`src/hw/rtl/rlsmr_pkg.sv`:
```
// Shared types and constants of the motor resistance/inductance estimator.
// No dependencies; imported by the multiplier, the divider and the top level.
`timescale 1ns / 1ps

package rlsmr_pkg;

  typedef enum logic [1:0] {
    CMD_SAMPLE    = 2'd0,
    CMD_RESET_COV = 2'd1,
    CMD_RELOAD    = 2'd2,
    CMD_NONE      = 2'd3
  } cmd_t;

  typedef enum logic [2:0] {
    REG_RES_SEED = 3'd0,
    REG_IND_SEED = 3'd1,
    REG_LAMBDA   = 3'd2,
    REG_MIN_CONF = 3'd3,
    REG_MIN_EXC  = 3'd4
  } cfg_reg_t;

  localparam logic signed [63:0] S64_MAX = 64'sh7FFF_FFFF_FFFF_FFFF;
  localparam logic signed [63:0] S64_MIN = 64'sh8000_0000_0000_0000;

  localparam logic [30:0] RES_SEED_RST = 31'd16777216;
  localparam logic [30:0] IND_SEED_RST = 31'd16777;
  localparam logic [31:0] LAMBDA_RST   = 32'd2145336164;
  localparam logic [15:0] MIN_CONF_RST = 16'd32768;
  localparam logic [30:0] MIN_EXC_RST  = 31'd25600;

  localparam logic [31:0] LAMBDA_MIN = 32'h4000_0000;
  localparam logic [31:0] LAMBDA_MAX = 32'h8000_0000;

  localparam logic signed [47:0] COV_ONE       = 48'sh0001_0000_0000;
  localparam logic signed [48:0] TRACE_LIMIT   = 49'sd429496730;
  localparam logic signed [63:0] INV_SQRT3_Q31 = 64'sd1239850262;
  localparam logic [7:0] CONVERGE_UPDATES = 8'd100;
  localparam logic [7:0] VALID_UPDATES    = 8'd10;
  localparam logic [7:0] COUNT_MAX        = 8'd255;

endpackage

```
`src/hw/rtl/rlsmr_div.sv`:
```
// Bit-serial restoring divider: trunc(num * 2^sh / den) with saturation, den > 0.
// One quotient bit per cycle, 96 steps; uses rlsmr_pkg.
`timescale 1ns / 1ps

module rlsmr_div (
  input  logic               clk,
  input  logic               rst_n,
  input  logic               start,
  input  logic signed [63:0] num,
  input  logic [63:0]        den,
  input  logic [5:0]         sh,
  output logic               done,
  output logic signed [63:0] res
);
  import rlsmr_pkg::*;

  localparam int DIV_STEPS = 96;

  typedef enum logic [1:0] {DS_IDLE, DS_RUN, DS_FIN} dstate_t;

  dstate_t            state_r;
  logic [95:0]        n_r;
  logic [63:0]        rem_r, q_r, den_r;
  logic               ovf_r, neg_r;
  logic [6:0]         cnt_r;
  logic               done_r;
  logic signed [63:0] res_r;

  logic [64:0] r_sh, r_sub;
  logic        ge;
  logic [63:0] mag_q;

  always_comb begin
    r_sh  = {rem_r, n_r[95]};
    r_sub = r_sh - {1'b0, den_r};
    ge    = (r_sh >= {1'b0, den_r});
    mag_q = (ovf_r || q_r[63]) ? 64'(S64_MAX) : q_r;
  end

  always_ff @(posedge clk) begin
    if (!rst_n) begin
      state_r <= DS_IDLE;
      done_r  <= 1'b0;
    end else begin
      done_r <= 1'b0;
      unique case (state_r)
        DS_IDLE: begin
          if (start) begin
            n_r     <= 96'(num[63] ? 64'(-num) : 64'(num)) << sh;
            neg_r   <= num[63];
            den_r   <= den;
            rem_r   <= '0;
            q_r     <= '0;
            ovf_r   <= 1'b0;
            cnt_r   <= '0;
            state_r <= DS_RUN;
          end
        end
        DS_RUN: begin
          // Remainder stays below the divisor, so 64 bits hold it.
          rem_r <= ge ? r_sub[63:0] : r_sh[63:0];
          q_r   <= {q_r[62:0], ge};
          ovf_r <= ovf_r | q_r[63];
          n_r   <= n_r << 1;
          cnt_r <= cnt_r + 7'd1;
          if (cnt_r == 7'(DIV_STEPS - 1)) state_r <= DS_FIN;
        end
        DS_FIN: begin
          res_r   <= neg_r ? -$signed(mag_q) : $signed(mag_q);
          done_r  <= 1'b1;
          state_r <= DS_IDLE;
        end
        default: state_r <= DS_IDLE;
      endcase
    end
  end

  assign done = done_r;
  assign res  = res_r;

endmodule

```
`config.mk`:
```
export PLATFORM = sky130hd
export DESIGN_NAME = rlsmr_div
export DESIGN_NICKNAME = d
export VERILOG_FILES = /design/src/hw/rtl/rlsmr_pkg.sv /design/src/hw/rtl/rlsmr_div.sv
export SDC_FILE = /design/constraint.sdc
export NUM_CORES = 1
export LEC_CHECK = 0
export BUFFER_PORTS_ARGS = -buffer_cell sky130_fd_sc_hd__buf_2
export CORE_MARGIN = 1.5
export CORE_UTILIZATION = 25
export CTS_CLUSTER_SIZE = 25
export DETAILED_ROUTE_END_ITERATION = 7
export GPL_TIMING_DRIVEN = 1
export PLACE_DENSITY_LB_ADDON = 0.05
export SYNTH_ARGS = -nofsm -noshare
export SYNTH_HDL_FRONTEND = slang
export SYNTH_SLANG_ARGS = --single-unit
```
`constraint.sdc`:
```
create_clock -name clk -period 17.2 [get_ports clk]
set_clock_uncertainty 0.05 [all_clocks]
set_input_delay 3.44 -clock clk [delete_from_list [all_inputs] [get_ports clk]]
set_output_delay 3.44 -clock clk [all_outputs]
set_load 0.05 [all_outputs]
```
==> impl_metrics.csv <==
group,metric,value,unit
route,drc,0,
final_layout,fin_nets,3250,
critical_path,reg2reg_slack,12.26,ns
floorplan,die_h,331,um
sta,finalCritPeriodShare,46.3,%
outcome,outcome,"completed",
power,report.power.total,2.87,mW
final_layout,drive_gt1_share,14.2,%
sta,rsz0062_at_grt,"false",
logic_synthesis,avgSynthCellArea,9.08,um2
floorplan,ios,202,
clocking,clk_latency,0.62,ns
logic_synthesis,synth_top_family_by_area,"compound AO/OA/AOI/OAI gates",
power,p_comb_share,22.8,%
floorplan,die_w,331,um
clocking,htreeDepth,2,
clocking,cts_sinks,364,
final_layout,area_delta_synth_final,15.2,%
sta,slew_headroom,16.1,%
global_routing,grt_max_degree,148,
route,vias,24200,
logic_synthesis,synth_top_area_share,40.3,%
sta,setup_viol,0,
critical_path,start_kind,"primary input",
logic_synthesis,ys_ff_latch,364,
sta,layout_min_cycle_time,7.96,ns
clocking,post_cts_resized,0,
power,peakVddDrop,0.0600,mV
logic_synthesis,synth_compound_area_share,21.3,%
floorplan,die-area,0.109,mm2
logic_synthesis,synth_edf_count,361,
critical_path,worstReg2RegStart,"rem_r[5]$_SDFFCE_PN0P_",
logic_synthesis,synth_cell_type_count,87,
global_routing,grt_antenna_before_repair,1,
clocking,clk_pin_slew,0.06,ns
power,p_clk_share,39.8,%
clocking,post_cts_buffers,0,
logic_synthesis,synth_xor_area_share,4.30,%
clocking,clock-root-buffer,"clkbuf_16",
global_routing,grt_pass1_wl,155,mm
power,p_sw,882,uW
logic_synthesis,synth.top_cells.by_count,"edfxtp_1 (361), nand2_1 (286), nor2_1 (261)",
place,gp_congestion,0.865,
logic_synthesis,synth_area_leaders,"edfxtp_1 (40%), mux2i_1 (4.1%), nand2_1 (4.0%), a21oi_1 (3.8%), nor2_1 (3.6%)",
place,io_buffers,201,
worst_hold_path,min_path_type,"reg -> reg",
clocking,holdBufCountCts,0,
critical_path,end_kind,"register",
logic_synthesis,ys.flop_type,"edfxtp_1",
sta,timing.fmax,126,MHz
logic_synthesis,synth_fa_ha_area_share,3.19,%
global_routing,grt_overflow,0,
critical_path,critPathArrivalTime,8.36,ns
logic_synthesis,yosys.cell_count.top_type,"edfxtp_1",
route,routed_via_density,5.39,
power,switching_share,30.7,%
route,routed_wl,103,mm
critical_path,crit_type,"in -> reg",
logic_synthesis,synth.area.mux_share,7.16,%
critical_path,required,17.59,ns
global_routing,grt_usage,18.5,%
logic_synthesis,netlist_area,0.0269,mm2
logic_synthesis,synth_simple_gate_area_share,18.9,%
sta,hold_violations,0,
logic_synthesis,synthCells,2961,
logic_synthesis,synthArstFlopShare,0,%
route,postRouteAntennaNets,0,
sta,finalMaxSlewViolations,0,
logic_synthesis,yosys.area.top_type,"edfxtp_1",
power,leakage,11.4,nW
route,drt_pass1_iterations,6,
worst_hold_path,min-delay-start,"cnt_r[5]$_SDFFCE_PN0P_",
logic_synthesis,yosysSeqAreaShare,40.6,%
clocking,clk_path_buf_depth,3,
power,cellInternalPower,1.99,mW
critical_path,worstPathMaxFanout,13,
floorplan,initial_core_util,25.1,%
place,hpwl,75.6,mm
sta,final.setup.tns,0,ns
logic_synthesis,syn-num-nets,3166,
clocking,numCtsBuffers,47,
route,wl_per_cell,23.1,um
floorplan,core,0.107,mm2
power,power.density,92.7,mW/mm2
global_routing,grt_pass1_vias,23600,
critical_path,crit_start,"num[5]",
floorplan,fp-row-count,120,
route,dr.first_iter.drc_count,2283,
flow_run,maxCapViolCount,0,
clocking,cts_tree,"built",
power,p_seq_share,37.4,%
sta,worst_pin_slew,1.26,ns
logic_synthesis,ys_warn_count,0,
## logic make-up (layout without fill, tap and decap cells)
family	Yosys count	in the layout
buf+inv	325	446
mux	176	176
other cells	0	1
xor+xnor	132	132
flops	364	364
simple gates	1032	1032
compound gates	864	864
fa+ha+maj	68	68
## power groups by stage
stage          Clock, mW  Sequential (mW)  Combinational, mW
2_1_floorplan          0             1.09              0.430
3_3_place_gp           0             1.09              0.655
3_5_place_dp           0             1.09              0.651
4_1_cts             1.18             1.07              0.655
5_1_grt             1.21             1.08              0.717
6_report            1.14             1.07              0.655
## worst paths after layout
kind / cells past startpoint / to
min: 1 / state_r[1]$_SDFFE_PN0P_
min reg2reg: 1 / state_r[1]$_SDFFE_PN0P_
max reg2reg: 13 / rem_r[2]$_SDFFCE_PN0P_
max: 11 / n_r[95]$_DFFE_PP_
## routing by layer
metal  share of wire [%]  GRT usage (%)  vias up  routed length, um
li1                    -              -    11400                  -
met1                  47           26.5    12000              48700
met2                  46           29.3      742              47100
met3                 5.5           2.65      110               5640
met4                 2.0           4.20        0               2040
met5                   0              0        -                  0
## critical path, stage by stage
cell,delay (ns)
buf_2,0.14
nor3_1,0.45
nand4_1,0.70
nor4_1,1.14
a21oi_1,0.35
xnor2_1,0.23
o21ai_0,0.25
nor2_1,0.12
a222oi_1,0.99
a222oi_1,0.26
o21ai_0,0.27
## cell usage in the layout, fill, tap and decap left out, drive strengths merged, types with 31 or more instances in the layout
master,Yosys,layout
a21oi,205,205
buf,32,241
nor4,36,36
clkbuf,174,53
o21ai,182,182
o311ai,34,34
xor2,62,62
or3,38,38
inv,118,119
o22ai,41,41
o211ai,31,31
xnor2,70,70
a21o,41,41
nor2,261,261
a31oi,40,40
nor3,102,102
nand3,66,66
and2,80,80
nand2,286,286
mux2i,110,110
mux2,59,59
a211oi,38,38
nand4,36,36
ha,67,67
edfxtp,361,361
## cell type report
cell class,count,area (um2)
Antenna cell,1,2.50
Clock buffer,53,1220
Clock inverter,33,534
Fill cell,11400,75900
Inverter,119,447
Multi-Input combinational cell,2272,14800
Sequential cell,364,10900
Tap cell,1403,1760
Timing Repair Buffer,241,1320
## flip-flops by register name (all words and copies together) (netlist names)
| signal | flops |
|---|---|
| res | 64 |
| cnt_r | 7 |
| rem_r | 64 |
| ovf_r | 1 |
| n_r | 96 |
| den_r | 64 |
| neg_r | 1 |
| q_r | 64 |
| done | 1 |
| state_r | 2 |
## through the flow
step	cells	utilization (%)	setup WS [ns]	cell area (um2)	hold slack [ns]
final	4486	29.0	9.24	31000	0.442
after global routing	4486	29.0	8.97	31000	0.475
after CTS	4485	29.0	9.42	31000	0.452
after detailed placement	4399	27.3	8.75	29200	0.433
after global placement	4399	27.3	8.76	29200	0.427
after floorplan	2961	-	3.00	26900	0.392
(Power assumes the default switching activity.)
